File: config.mk
export PLATFORM = sky130hd
export DESIGN_NAME = poly_voice_allocator_top_flat
export DESIGN_NICKNAME = d
export VERILOG_FILES = /design/src/pva_pkg.sv /design/src/pva_if.sv /design/src/pva_voice_file.sv /design/src/pva_cmp_unit.sv /design/src/poly_voice_allocator_top.sv /design/src/flat_wrapper.sv
export VERILOG_INCLUDE_DIRS = /design/src /design/src/src
export SDC_FILE = /design/constraint.sdc
export NUM_CORES = 1
export LEC_CHECK = 0
export BUFFER_PORTS_ARGS = -buffer_cell sky130_fd_sc_hd__buf_2
export CAP_MARGIN = 10
export CORE_UTILIZATION = 44
export DETAILED_ROUTE_END_ITERATION = 10
export PLACE_DENSITY = 0.67
export REMOVE_ABC_BUFFERS = 1
export SLEW_MARGIN = 0
export SYNTH_ARGS = -nofsm -noshare
export SYNTH_HDL_FRONTEND = slang
export SYNTH_SLANG_ARGS = --single-unit
File: constraint.sdc
create_clock -name clk -period 5.4 [get_ports clk]
set_input_delay 0 -clock clk [delete_from_list [all_inputs] [get_ports clk]]
set_output_delay 0 -clock clk [all_outputs]
set_load 0.01 [all_outputs]
File: src/poly_voice_allocator_top_macros.svh
// ----------------------------------------------------------------------------
// Assertion macros for the voice allocator top level
// Immediate-implication and next-cycle-implication forms, clocked on clk.
// ----------------------------------------------------------------------------
`ifndef POLY_VOICE_ALLOCATOR_TOP_MACROS_SVH
`define POLY_VOICE_ALLOCATOR_TOP_MACROS_SVH

// antecedent holds -> consequent holds in the same cycle
`define PVA_ASSERT_NOW(label, ante, cons, msg) \
	label: assert property (@(posedge clk) disable iff (!arst_n) (ante) |-> (cons)) \
		else $error(msg);

// antecedent holds -> consequent holds in the next cycle
`define PVA_ASSERT_NEXT(label, ante, cons, msg) \
	label: assert property (@(posedge clk) disable iff (!arst_n) (ante) |=> (cons)) \
		else $error(msg);

`endif

File: src/pva_pkg.sv
// ----------------------------------------------------------------------------
// pva_pkg
// Shared types, constants and helper functions of the voice allocator.
// ----------------------------------------------------------------------------
`default_nettype none

package pva_pkg;

	localparam int MAX_VOICES = 8;
	localparam int VOICE_W    = 3;
	localparam int LIM_W      = 4;
	localparam int NOTE_W     = 7;
	localparam int PITCH_W    = 8;
	localparam int VEL_W      = 12;
	localparam int CVEL_W     = 11;
	localparam int OCT_W      = 3;
	localparam int CFG_W      = 4;
	localparam int CFG_IDX_W  = 1;

	localparam logic [CVEL_W-1:0] VEL_FULL = CVEL_W'(1024);

	// configuration register indexes
	localparam logic [CFG_IDX_W-1:0] CFG_VOICE_LIMIT  = 1'b0;
	localparam logic [CFG_IDX_W-1:0] CFG_OCTAVE_SHIFT = 1'b1;

	localparam logic [LIM_W-1:0] LIMIT_RESET = LIM_W'(MAX_VOICES);

	typedef logic [VOICE_W-1:0]    voice_idx_t;
	typedef logic [NOTE_W-1:0]     note_t;
	typedef logic [MAX_VOICES-1:0] voice_mask_t;

	// write command into the voice file
	typedef struct packed {
		logic       gate_we;
		logic       gate_val;
		logic       note_we;
		voice_idx_t idx;
		note_t      note;
	} vf_cmd_t;

	// result of the shared compare unit for one voice
	typedef struct packed {
		logic hit;
		logic stop;
		logic free;
	} cmp_res_t;

	// pitch offset for an octave shift, 8-bit wrap; -4 saturates to -3
	function automatic logic [PITCH_W-1:0] oct_offset(input logic signed [OCT_W-1:0] oct);
		logic [PITCH_W-1:0] off;
		case (oct)
			3'sd3:   off = 8'd36;
			3'sd2:   off = 8'd24;
			3'sd1:   off = 8'd12;
			3'sd0:   off = 8'd0;
			-3'sd1:  off = 8'd244;
			-3'sd2:  off = 8'd232;
			default: off = 8'd220;
		endcase
		return off;
	endfunction

	// effective voice limit: zero acts as one, above the maximum saturates
	function automatic logic [LIM_W-1:0] eff_limit(input logic [LIM_W-1:0] raw);
		logic [LIM_W-1:0] l;
		if (raw == '0)
			l = LIM_W'(1);
		else if (raw > LIM_W'(MAX_VOICES))
			l = LIM_W'(MAX_VOICES);
		else
			l = raw;
		return l;
	endfunction

endpackage

`default_nettype wire

File: src/pva_if.sv
// ----------------------------------------------------------------------------
// pva_if
// Valid/ready channels of the voice allocator: note events in, results out.
// ----------------------------------------------------------------------------
`default_nettype none

interface pva_in_if;
	import pva_pkg::*;

	logic                    valid;
	logic                    ready;
	logic                    func;
	note_t                   note;
	logic signed [VEL_W-1:0] velocity;

	modport source (output valid, func, note, velocity, input ready);
	modport sink   (input valid, func, note, velocity, output ready);
endinterface

interface pva_out_if;
	import pva_pkg::*;

	logic               valid;
	logic               ready;
	logic               started;
	voice_idx_t         started_voice;
	note_t              started_pitch;
	logic [CVEL_W-1:0]  started_velocity;
	logic [7:0]         stopped_mask;
	logic [7:0]         gates_now;

	modport source (output valid, started, started_voice, started_pitch, started_velocity,
		stopped_mask, gates_now, input ready);
	modport sink   (input valid, started, started_voice, started_pitch, started_velocity,
		stopped_mask, gates_now, output ready);
endinterface

`default_nettype wire

File: src/pva_voice_file.sv
// ----------------------------------------------------------------------------
// pva_voice_file
// Gate bits and held notes of every voice, one write command per cycle.
// ----------------------------------------------------------------------------
`default_nettype none

module pva_voice_file (
	input  wire logic             clk,
	input  wire logic             arst_n,
	input  wire pva_pkg::vf_cmd_t cmd,
	input  wire pva_pkg::voice_idx_t rd_idx,
	output pva_pkg::note_t        rd_note,
	output pva_pkg::voice_mask_t  gates
);
	import pva_pkg::*;

	voice_mask_t gate_q;
	note_t       held_q [MAX_VOICES];

	// gate bits
	always_ff @(posedge clk or negedge arst_n) begin
		if (!arst_n) begin
			gate_q <= '0;
		end else if (cmd.gate_we) begin
			gate_q[cmd.idx] <= cmd.gate_val;
		end
	end

	// held notes, cleared to note 0 by reset
	always_ff @(posedge clk or negedge arst_n) begin
		if (!arst_n) begin
			for (int i = 0; i < MAX_VOICES; i++)
				held_q[i] <= '0;
		end else if (cmd.note_we) begin
			held_q[cmd.idx] <= cmd.note;
		end
	end

	assign rd_note = held_q[rd_idx];
	assign gates   = gate_q;

endmodule

`default_nettype wire

File: src/pva_cmp_unit.sv
// ----------------------------------------------------------------------------
// pva_cmp_unit
// Shared per-voice compare: note match, sounding-voice stop, free voice.
// ----------------------------------------------------------------------------
`default_nettype none

module pva_cmp_unit (
	input  wire pva_pkg::note_t    held,
	input  wire pva_pkg::note_t    note,
	input  wire logic              gate,
	output pva_pkg::cmp_res_t      res
);
	import pva_pkg::*;

	always_comb begin
		res.hit  = (held == note);
		res.stop = (held == note) && gate;
		res.free = !gate;
	end

endmodule

`default_nettype wire

File: src/poly_voice_allocator_top.sv
// ----------------------------------------------------------------------------
// poly_voice_allocator_top
// Polyphonic voice allocator with round-robin stealing: a sequencer scans
// the voices one per cycle through a shared compare unit.
// ----------------------------------------------------------------------------
//  channel  dir  handshake       payload
//  in_ch    in   valid/ready     func, note, velocity
//  out_ch   out  valid/ready     started, started_voice, started_pitch,
//                                started_velocity, stopped_mask, gates_now
//  cfg      in   cfg_we          cfg_index, cfg_wdata
//
// An event passes through accept, one scan step for each active voice, a
// placement step for note-on (also taken by note-off), and result load.
// Reset clears all gates, held notes and the steal pointer at once.
// A new event is taken while the previous result waits; its result waits
// in the load step until the output register is free.
// ----------------------------------------------------------------------------
`default_nettype none

module poly_voice_allocator_top (
	input  wire logic                          clk,
	input  wire logic                          arst_n,
	pva_in_if.sink                             in_ch,
	pva_out_if.source                          out_ch,
	input  wire logic                          cfg_we,
	input  wire logic [pva_pkg::CFG_IDX_W-1:0] cfg_index,
	input  wire logic [pva_pkg::CFG_W-1:0]     cfg_wdata
);
	import pva_pkg::*;

`include "poly_voice_allocator_top_macros.svh"

	typedef enum logic [3:0] {
		ST_IDLE  = 4'b0001,
		ST_SCAN  = 4'b0010,
		ST_PLACE = 4'b0100,
		ST_DONE  = 4'b1000
	} state_t;

	state_t                  state_q;
	logic [LIM_W-1:0]        cfg_lim_q;
	logic signed [OCT_W-1:0] cfg_oct_q;

	// per-event registers
	logic                    rel_q;
	note_t                   note_q;
	logic [CVEL_W-1:0]       vel_q;
	logic [PITCH_W-1:0]      off_q;
	logic [LIM_W-1:0]        lim_q;
	voice_idx_t              scan_q;
	voice_idx_t              chosen_q;
	logic                    found_q;
	voice_idx_t              ptr_q;
	voice_mask_t             stop_q;
	logic                    st_q;
	voice_idx_t              st_voice_q;
	note_t                   st_pitch_q;
	logic [CVEL_W-1:0]       st_vel_q;

	// output register
	logic                    out_vld_q;
	logic                    o_started_q;
	voice_idx_t              o_voice_q;
	note_t                   o_pitch_q;
	logic [CVEL_W-1:0]       o_vel_q;
	voice_mask_t             o_stop_q;
	voice_mask_t             o_gates_q;

	vf_cmd_t                 vf_cmd;
	note_t                   rd_note;
	voice_mask_t             gates;
	cmp_res_t                cmp;

	logic                    in_acc;
	logic [CVEL_W-1:0]       vel_clamp;
	logic                    scan_last;
	voice_idx_t              pick;
	logic [LIM_W-1:0]        pick_nxt;
	logic [PITCH_W-1:0]      pitch;
	logic                    out_load;

	pva_voice_file u_vf (
		.clk     (clk),
		.arst_n  (arst_n),
		.cmd     (vf_cmd),
		.rd_idx  (scan_q),
		.rd_note (rd_note),
		.gates   (gates)
	);

	pva_cmp_unit u_cmp (
		.held (rd_note),
		.note (note_q),
		.gate (gates[scan_q]),
		.res  (cmp)
	);

	// configuration registers
	always_ff @(posedge clk or negedge arst_n) begin
		if (!arst_n) begin
			cfg_lim_q <= LIMIT_RESET;
			cfg_oct_q <= '0;
		end else if (cfg_we) begin
			unique case (cfg_index)
				CFG_VOICE_LIMIT:  cfg_lim_q <= cfg_wdata;
				CFG_OCTAVE_SHIFT: cfg_oct_q <= OCT_W'(cfg_wdata);
				default: ;
			endcase
		end
	end

	// handshake and velocity clamp
	assign in_ch.ready = (state_q == ST_IDLE);
	assign in_acc      = in_ch.valid && in_ch.ready;

	always_comb begin
		if (in_ch.velocity[VEL_W-1])
			vel_clamp = '0;
		else if (in_ch.velocity[CVEL_W-1:0] > VEL_FULL)
			vel_clamp = VEL_FULL;
		else
			vel_clamp = in_ch.velocity[CVEL_W-1:0];
	end

	// scan end, victim choice, shifted pitch
	assign scan_last = ((LIM_W'(scan_q) + LIM_W'(1)) == lim_q);

	always_comb begin
		if (found_q)
			pick = chosen_q;
		else if (LIM_W'(ptr_q) < lim_q)
			pick = ptr_q;
		else
			pick = '0;
	end

	assign pick_nxt = LIM_W'(pick) + LIM_W'(1);
	assign pitch    = PITCH_W'(note_q) + off_q;

	// voice file commands
	always_comb begin
		vf_cmd          = '0;
		vf_cmd.idx      = scan_q;
		vf_cmd.note     = note_q;
		if (state_q == ST_SCAN && rel_q && cmp.hit) begin
			vf_cmd.gate_we  = 1'b1;
			vf_cmd.gate_val = 1'b0;
		end else if (state_q == ST_PLACE && !rel_q) begin
			vf_cmd.idx      = pick;
			vf_cmd.gate_we  = 1'b1;
			vf_cmd.gate_val = !pitch[PITCH_W-1];
			vf_cmd.note_we  = 1'b1;
		end
	end

	assign out_load = (state_q == ST_DONE) && (!out_vld_q || out_ch.ready);

	// sequencer
	always_ff @(posedge clk or negedge arst_n) begin
		if (!arst_n) begin
			state_q <= ST_IDLE;
			ptr_q   <= '0;
		end else begin
			unique case (state_q)
				ST_IDLE: begin
					if (in_acc)
						state_q <= ST_SCAN;
				end
				ST_SCAN: begin
					if (scan_last)
						state_q <= ST_PLACE;
				end
				ST_PLACE: begin
					if (!rel_q && !found_q)
						ptr_q <= (pick_nxt == lim_q) ? '0 : VOICE_W'(pick_nxt);
					state_q <= ST_DONE;
				end
				ST_DONE: begin
					if (out_load)
						state_q <= ST_IDLE;
				end
				default: state_q <= ST_IDLE;
			endcase
		end
	end

	// per-event datapath
	always_ff @(posedge clk) begin
		unique case (state_q)
			ST_IDLE: begin
				rel_q      <= in_ch.func || (vel_clamp == '0);
				note_q     <= in_ch.note;
				vel_q      <= vel_clamp;
				off_q      <= oct_offset(cfg_oct_q);
				lim_q      <= eff_limit(cfg_lim_q);
				scan_q     <= '0;
				found_q    <= 1'b0;
				chosen_q   <= '0;
				stop_q     <= '0;
				st_q       <= 1'b0;
				st_voice_q <= '0;
				st_pitch_q <= '0;
				st_vel_q   <= '0;
			end
			ST_SCAN: begin
				if (rel_q) begin
					if (cmp.stop)
						stop_q <= stop_q | (MAX_VOICES'(1) << scan_q);
				end else if (cmp.free) begin
					chosen_q <= scan_q;
					found_q  <= 1'b1;
				end
				if (!scan_last)
					scan_q <= scan_q + VOICE_W'(1);
			end
			ST_PLACE: begin
				if (!rel_q) begin
					if (gates[pick])
						stop_q <= stop_q | (MAX_VOICES'(1) << pick);
					if (!pitch[PITCH_W-1]) begin
						st_q       <= 1'b1;
						st_voice_q <= pick;
						st_pitch_q <= pitch[NOTE_W-1:0];
						st_vel_q   <= vel_q;
					end
				end
			end
			ST_DONE: ;
			default: ;
		endcase
	end

	// output register
	always_ff @(posedge clk or negedge arst_n) begin
		if (!arst_n) begin
			out_vld_q <= 1'b0;
		end else if (out_load) begin
			out_vld_q <= 1'b1;
		end else if (out_ch.ready) begin
			out_vld_q <= 1'b0;
		end
	end

	always_ff @(posedge clk) begin
		if (out_load) begin
			o_started_q <= st_q;
			o_voice_q   <= st_voice_q;
			o_pitch_q   <= st_pitch_q;
			o_vel_q     <= st_vel_q;
			o_stop_q    <= stop_q;
			o_gates_q   <= gates;
		end
	end

	assign out_ch.valid            = out_vld_q;
	assign out_ch.started          = o_started_q;
	assign out_ch.started_voice    = o_voice_q;
	assign out_ch.started_pitch    = o_pitch_q;
	assign out_ch.started_velocity = o_vel_q;
	assign out_ch.stopped_mask     = o_stop_q;
	assign out_ch.gates_now        = o_gates_q;

	// checks
	`PVA_ASSERT_NOW(a_started_gated, out_ch.valid && out_ch.started,
		out_ch.gates_now[out_ch.started_voice], "started voice not gated on")
	`PVA_ASSERT_NOW(a_stopped_silent, out_ch.valid,
		(out_ch.stopped_mask & out_ch.gates_now &
		~(out_ch.started ? (8'd1 << out_ch.started_voice) : 8'd0)) == 8'd0,
		"stopped voice still gated on")
	`PVA_ASSERT_NEXT(a_steal_ptr_range, state_q == ST_PLACE && !rel_q && !found_q,
		LIM_W'(ptr_q) < lim_q, "steal pointer beyond voice limit")
	`PVA_ASSERT_NEXT(a_accept_scan, in_acc, state_q == ST_SCAN,
		"accepted event did not start a scan")

endmodule

`default_nettype wire

File: src/flat_wrapper.sv
// flat-port wrapper written by rule: the top's interface ports become plain ports
module poly_voice_allocator_top_flat import pva_pkg::*;
  (clk, arst_n, cfg_we, cfg_index, cfg_wdata, in_ch_valid, in_ch_func, in_ch_note, in_ch_velocity, in_ch_ready, out_ch_valid, out_ch_started, out_ch_started_voice, out_ch_started_pitch, out_ch_started_velocity, out_ch_stopped_mask, out_ch_gates_now, out_ch_ready);
  pva_in_if in_ch_i ();
  pva_out_if out_ch_i ();
  input  wire logic clk;
  input  wire logic arst_n;
  input  wire logic cfg_we;
  input  wire logic [pva_pkg::CFG_IDX_W-1:0] cfg_index;
  input  wire logic [pva_pkg::CFG_W-1:0] cfg_wdata;
  input wire logic [$bits(in_ch_i.valid)-1:0] in_ch_valid;
  input wire logic [$bits(in_ch_i.func)-1:0] in_ch_func;
  input wire logic [$bits(in_ch_i.note)-1:0] in_ch_note;
  input wire logic [$bits(in_ch_i.velocity)-1:0] in_ch_velocity;
  output wire logic [$bits(in_ch_i.ready)-1:0] in_ch_ready;
  output wire logic [$bits(out_ch_i.valid)-1:0] out_ch_valid;
  output wire logic [$bits(out_ch_i.started)-1:0] out_ch_started;
  output wire logic [$bits(out_ch_i.started_voice)-1:0] out_ch_started_voice;
  output wire logic [$bits(out_ch_i.started_pitch)-1:0] out_ch_started_pitch;
  output wire logic [$bits(out_ch_i.started_velocity)-1:0] out_ch_started_velocity;
  output wire logic [$bits(out_ch_i.stopped_mask)-1:0] out_ch_stopped_mask;
  output wire logic [$bits(out_ch_i.gates_now)-1:0] out_ch_gates_now;
  input wire logic [$bits(out_ch_i.ready)-1:0] out_ch_ready;
  assign in_ch_i.valid = in_ch_valid;
  assign in_ch_i.func = in_ch_func;
  assign in_ch_i.note = in_ch_note;
  assign in_ch_i.velocity = in_ch_velocity;
  assign in_ch_ready = in_ch_i.ready;
  assign out_ch_valid = out_ch_i.valid;
  assign out_ch_started = out_ch_i.started;
  assign out_ch_started_voice = out_ch_i.started_voice;
  assign out_ch_started_pitch = out_ch_i.started_pitch;
  assign out_ch_started_velocity = out_ch_i.started_velocity;
  assign out_ch_stopped_mask = out_ch_i.stopped_mask;
  assign out_ch_gates_now = out_ch_i.gates_now;
  assign out_ch_i.ready = out_ch_ready;
  poly_voice_allocator_top u_core (.clk(clk), .arst_n(arst_n), .in_ch(in_ch_i), .out_ch(out_ch_i), .cfg_we(cfg_we), .cfg_index(cfg_index), .cfg_wdata(cfg_wdata));
endmodule
**Word level (Yosys, flattened, before mapping)**

Index checks and enable logic that the tools add are counted.

- Flip-flop bits (word level): 185
- Latch bits: 0
- RAM bits: 0
- Bits in read-only memories: 0
- Input bits: 30
- Output and inout bits: 40
- Word-level logic and storage cells: 163
- Memories kept: 0

- Add/sub/neg operators: 4
- Multipliers: 0
- Divide/modulo/power cells: 0
- $lt $le $gt $ge: 10
- Equality and inequality tests: 23
- Shift-type cells: 2
- Muxes and demuxes: 54
- Bitwise gates (word level): 5
- Reductions and logical operators: 31

Operators with widths:

| operator | count |
|---|---|
| 56-bit bitwise mux | 1 |
| 8-bit one-hot mux with 6 select lines | 1 |
| 11-bit 2-to-1 mux | 4 |
| 7-bit 2-to-1 mux | 5 |
| 8-bit 2-to-1 mux | 4 |
| 3-bit 2-to-1 mux | 8 |
| 8-bit one-hot mux with 3 select lines | 1 |
| 11-bit one-hot mux with 2 select lines | 1 |
| 7-bit binary-select mux with 3-bit select | 1 |
| 7-bit demux with 3-bit select | 1 |
| 4-bit 2-to-1 mux | 5 |
| 3-bit one-hot mux with 2 select lines | 3 |
| 8-bit OR | 2 |
| 4-bit one-hot mux with 4 select lines | 1 |
| 1-bit by 3-bit << shifter with 8-bit output (first input constant) | 2 |
| 2-bit inequality test (second input constant) | 7 |
| 7-bit one-hot mux with 2 select lines | 1 |
| 3-bit by 4-bit < comparator with 1-bit output (second input constant) | 3 |
| 11-bit greater-than comparator (second input constant) | 1 |
| 11-bit zero test | 1 |
| 1-bit logical AND | 9 |
| 1-bit 2-to-1 mux | 9 |
| 3-bit AND reduction | 3 |
| 3-bit by 1-bit adder with 4-bit output (second input constant) | 2 |
| 34 further kinds | 53 |

**Depth between registers and ports, before layout**

- Depth in word-level cells: 13
- Depth in mapped cells: 12
- Mapped depth without buffers: 12

**Modules after synthesis**

Synthesis repeated with hierarchy kept, for this count alone.

- Cells, all modules: 534
- Area total of the unflattened synthesis: 8054.0 µm²

Modules (own cells, without submodules):

| module | times used | cells each | area an instance (µm²) | sequential area each (µm²) |
|---|---|---|---|---|
| poly_voice_allocator_top | 1 | 346 | 4936.0 | 3470.8 |
| pva_voice_file | 1 | 176 | 3025.4 | 1601.5 |
| pva_cmp_unit | 1 | 12 | 92.6 | 0.0 |

**Worst setup path after synthesis**

No wires, ideal clock.

- Path type: register to register
- Start point: reg u_core.state_q[0]
- End point: reg u_core.stop_q[0] (enable)
- Library setup time: 0.395 ns
- Arrival: 5.453 ns
- Data required time: 5.005 ns
- Slack: -0.447 ns
- Cell stages (with the launch flop): 6
- Path buffers: 0
- Clock period less this slack: 5.847 ns
- Cells stage by stage: dfstp_2 -> nor4b_1 -> nand2b_1 -> nand2b_1 -> o31ai_1 -> nor4_1

- Word-level cells in the longest chain between the ends: 3
- Elaborated cells between the ends (all ways): 9
- Those cells by class: 7 x eq/ne; 2 x reduce/logical

RTL lines:

| element | line | source |
|---|---|---|
| from (decl) | poly_voice_allocator_top.sv:40 | `state_t state_q;` |
| from (signal assigned) | poly_voice_allocator_top.sv:161 | `state_q <= ST_IDLE;` |
| from (signal assigned) | poly_voice_allocator_top.sv:167 | `state_q <= ST_SCAN;` |
| from (signal assigned) | poly_voice_allocator_top.sv:171 | `state_q <= ST_PLACE;` |
| 4-bit by 1-bit equality test with 1-bit output | -- |  |
| net in_ch_ready | flat_wrapper.sv:15 | `output wire logic [$bits(in_ch_i.ready)-1:0] in_ch_ready;` |
| 3-bit nonzero test (no source line) | -- |  |
| 5-bit AND reduction (no source line) | -- |  |
| to (signal assigned) | poly_voice_allocator_top.sv:208 | `stop_q <= stop_q \| (MAX_VOICES'(1) << scan_q);` |
| to (signal assigned) | poly_voice_allocator_top.sv:219 | `stop_q <= stop_q \| (MAX_VOICES'(1) << pick);` |
| to (decl) | poly_voice_allocator_top.sv:54 | `voice_mask_t stop_q;` |

The timed path passes the listed nets, and every way through them passes these cells.
A chain may end at the register's enable or synchronous reset.

**Final worst setup path**

- Start point: reg u_core.note_q[4]
- End point: reg u_core.st_voice_q[1] (enable)

- Word-level cells in the longest chain between the ends: 3

RTL lines:

| element | line | source |
|---|---|---|
| from (decl) | poly_voice_allocator_top.sv:46 | `note_t note_q;` |
| from (signal assigned) | poly_voice_allocator_top.sv:192 | `note_q <= in_ch.note;` |
| 7-bit by 8-bit adder with 8-bit output | poly_voice_allocator_top.sv:138 | `assign pitch = PITCH_W'(note_q) + off_q;` |
| 2-bit inequality test (no source line) | -- |  |
| 3-bit AND reduction (no source line) | -- |  |
| to (signal assigned) | poly_voice_allocator_top.sv:222 | `st_voice_q <= pick;` |
| to (decl) | poly_voice_allocator_top.sv:56 | `voice_idx_t st_voice_q;` |

Every way passes these cells.

==> impl_metrics.py <==
metrics = {
    "outcome": {
        "outcome": "finished, violations left",
        "violations": "design-rule violations",
    },
    "timing": {
        "max_slew_margin": 0.2927,
        "post-route-min-period_ns": 3.235,
        "slew_violations": 0,
        "setup-violations-final": 0,
        "finalHoldViolations": 0,
        "holdWs_ns": 0.2674,
        "max_slew.worst_pin.slew_ns": 1.058,
        "rsz0062_at_grt": "false",
        "clock_skew_ns": 0.01109,
        "fin_tns_setup_ns": 0,
        "worst_slack_ns": 2.165,
        "min_period_over_period": 0.5991,
        "max_freq_mhz": 309.1,
    },
    "grt": {
        "met2_usage": 0.3022,
        "top_usage_layer": "met2",
        "grt_max_degree": 80,
        "grt_pass1_wl_mm": 28.03,
        "use_met3": 0.04765,
        "grt-ovfl-total": 0,
        "grtUsageMet1": 0.2514,
        "track_usage": 0.1904,
        "grt_antenna_before_repair": 0,
        "grt_pass1_vias": 5336,
    },
    "clocking": {
        "numCtsBuffers": 17,
        "cts_tree": "yes",
        "clockBufferDepth": 2,
        "htree_levels": 4,
        "cts_resized": 0,
        "path_clk_slew_ns": 0.07,
        "clock-root-buffer": "clkbuf_16",
        "clk_latency_ns": 0.44,
        "clkSinkCount": 182,
    },
    "setup_path": {
        "cp_data_required_time_ns": 5.46,
        "critPathBufInv": 0,
        "path_delay_family": "compound AO/OA/AOI/OAI gates",
        "slowest_stage": "a21o_1",
        "cp-start-kind": "flop",
        "worstPathArrival_ns": 3.29,
        "cp_max_fo": 22,
        "crit_start": "u_core.note_q[4]$_DFFE_PP_",
        "max_stage_delay_ns": 0.85,
        "end_kind": "flop",
        "rrSetupSlack_ns": 2.16,
        "reg2reg_to": "u_core.st_voice_q[1]$_SDFFCE_PN0P_",
        "path_cells": "ha_1 -> a211oi_1 -> o21bai_1 -> a21oi_1 -> xor2_1 -> a21o_1",
        "r2r_cells": 6,
        "criticalPathCategory": "reg -> reg",
        "rr_startpoint": "u_core.note_q[4]$_DFFE_PP_",
    },
    "synthesis": {
        "async_reset_ff_frac": 0.4341,
        "synth_edf_count": 103,
        "syn_inst": 622,
        "synth-seq-cells": 182,
        "avgSynthCellArea_sq_um": 13.20,
        "synth-seq-area-share": 0.6178,
        "syn_area_sq_um": 8210,
        "synth_top_flop_cell": "edfxtp_1",
        "yosysUniqueCellTypes": 59,
        "ys_warn_count": 0,
    },
    "pwr": {
        "peakVddDrop_mv": 0.2445,
        "leakagePower_nw": 4.126,
        "power_density_nw_per_um2": 453.2,
    },
    "final_layout": {
        "utilization": 0.5348,
        "multiInputGateArea_sq_um": 2937,
        "diodes": 0,
        "design_area_sq_um": 9706,
        "final_cell_mix": "103 x edfxtp_1, 77 x dfrtp_1, 68 x buf_2, 54 x mux2_2, 44 x nor2_1",
        "drive_gt1_frac": 0.2544,
        "final_common_cell": "edfxtp_1",
        "final_nets": 758,
        "regArea_sq_um": 5072,
        "fill_cells": 1524,
        "syn_to_final_growth_pct": 18.21,
    },
    "floorplan": {
        "core.rowCount": 49,
        "dieArea_sq_um": 19210,
        "coreArea_sq_um": 18150,
        "ios": 70,
        "die_width_um": 138.6,
        "die_y_um": 138.6,
        "initial_utilization": 0.4524,
    },
    "drt": {
        "ant_nets": 0,
        "vias_per_cell": 5.556,
        "drtIter0Drc": 449,
        "wl_per_cell_um": 18.17,
        "vias": 5334,
        "routed_wl_mm": 17.45,
        "drc_errors": 22,
        "dr.pass1.iters": 8,
    },
    "flow_run": {
        "cap_violations": 0,
    },
    "placement": {
        "numPortBuffers": 69,
        "dpl.hpwl_mm": 11.87,
        "globalplace.congestion": 0.9496,
        "placed_area_sq_um": 8753,
        "dp_slack_ns": 2.198,
    },
    "worst_hold_path": {
        "whs_endpoint": "u_core.note_q[2]$_DFFE_PP_",
        "hold_class": "in -> reg",
        "worstHoldPathCells": 2,
        "hp-start": "in_ch_note[2]",
    },
}
## cell usage after synthesis, types with 9 or more instances
master / count / share of area
clkbuf_1: 18 / 0.0082
o21ai_0: 25 / 0.015
edfxtp_1: 103 / 0.38
a22oi_1: 14 / 0.013
nand2_1: 33 / 0.015
ha_1: 9 / 0.014
mux2i_1: 31 / 0.038
a21oi_1: 26 / 0.016
mux2_2: 54 / 0.074
dfrtp_1: 77 / 0.23
and2_1: 30 / 0.023
xor2_1: 9 / 0.0096
inv_1: 17 / 0.0078
nor2_1: 45 / 0.021
nor2b_1: 13 / 0.0099
xnor2_1: 9 / 0.0096
## logic make-up after synthesis
logic type	Yosys count	share of synthesized area
flops	182	0.6178
buf+inv	49	0.02621
xor+xnor	18	0.01920
simple gates	161	0.1032
compound gates	107	0.08366
fa+ha+maj	10	0.01615
mux	95	0.1338
## metrics by stage
step                power (mW)  instances
global route             4.619        960
global placement         3.096        894
detailed placement       3.147        894
finish                   4.398        960
floorplan                2.772        591
CTS                      4.422        960
## metal layers
layer | routed length [um] | vias up
met5 | 0 | -
met4 | 360 | 0
met3 | 1119 | 29
met2 | 8255 | 217
met1 | 7709 | 2629
li1 | - | 2459
## what timing repair did
action	in CTS	in global routing
hold buffers	34	0
setup buffers	0	0
endpoints found under the hold margin	107	0
## worst max-delay path by stage
stage | end | slack [ns] | cells past startpoint
after floorplan | u_core.stop_q[0]$_SDFFCE_PP0P_ | -0.45 | 5
after global placement | u_core.st_vel_q[2]$_SDFFCE_PN0P_ | 2.30 | 6
after detailed placement | u_core.st_vel_q[1]$_SDFFCE_PN0P_ | 2.20 | 6
after CTS | u_core.st_pitch_q[4]$_SDFFCE_PN0P_ | 2.18 | 6
after global routing | u_core.st_pitch_q[6]$_SDFFCE_PN0P_ | 1.94 | 6
final | u_core.st_voice_q[1]$_SDFFCE_PN0P_ | 2.16 | 6
## flip-flops by register name, indices dropped and copies added (netlist names), 8 cells and up
signal	count
u_core.out_ch.gates_now	8
u_core.out_ch.started_velocity	11
u_core.out_ch.stopped_mask	8
u_core.st_vel_q	11
u_core.stop_q	8
u_core.u_vf.gates	8
u_core.u_vf.held_q	56
u_core.vel_q	11
## final cells by class
| type | instances | area share |
|---|---|---|
| clock buffer | 17 | 0.04383 |
| inverter | 18 | 0.007477 |
| multi-input combinational | 391 | 0.3026 |
| clock inverter | 15 | 0.01921 |
| tap | 229 | 0.02952 |
| timing repair buffer | 108 | 0.07477 |
| sequential | 182 | 0.5226 |
## power by group
group	leakage [nW]	switching, mW	internal [mW]
combinational	1.78	0.644	0.422
clock	0.300	0.605	0.635
sequential	2.05	0.259	1.83
total	4.13	1.51	2.89
(Power assumes the default switching activity.)
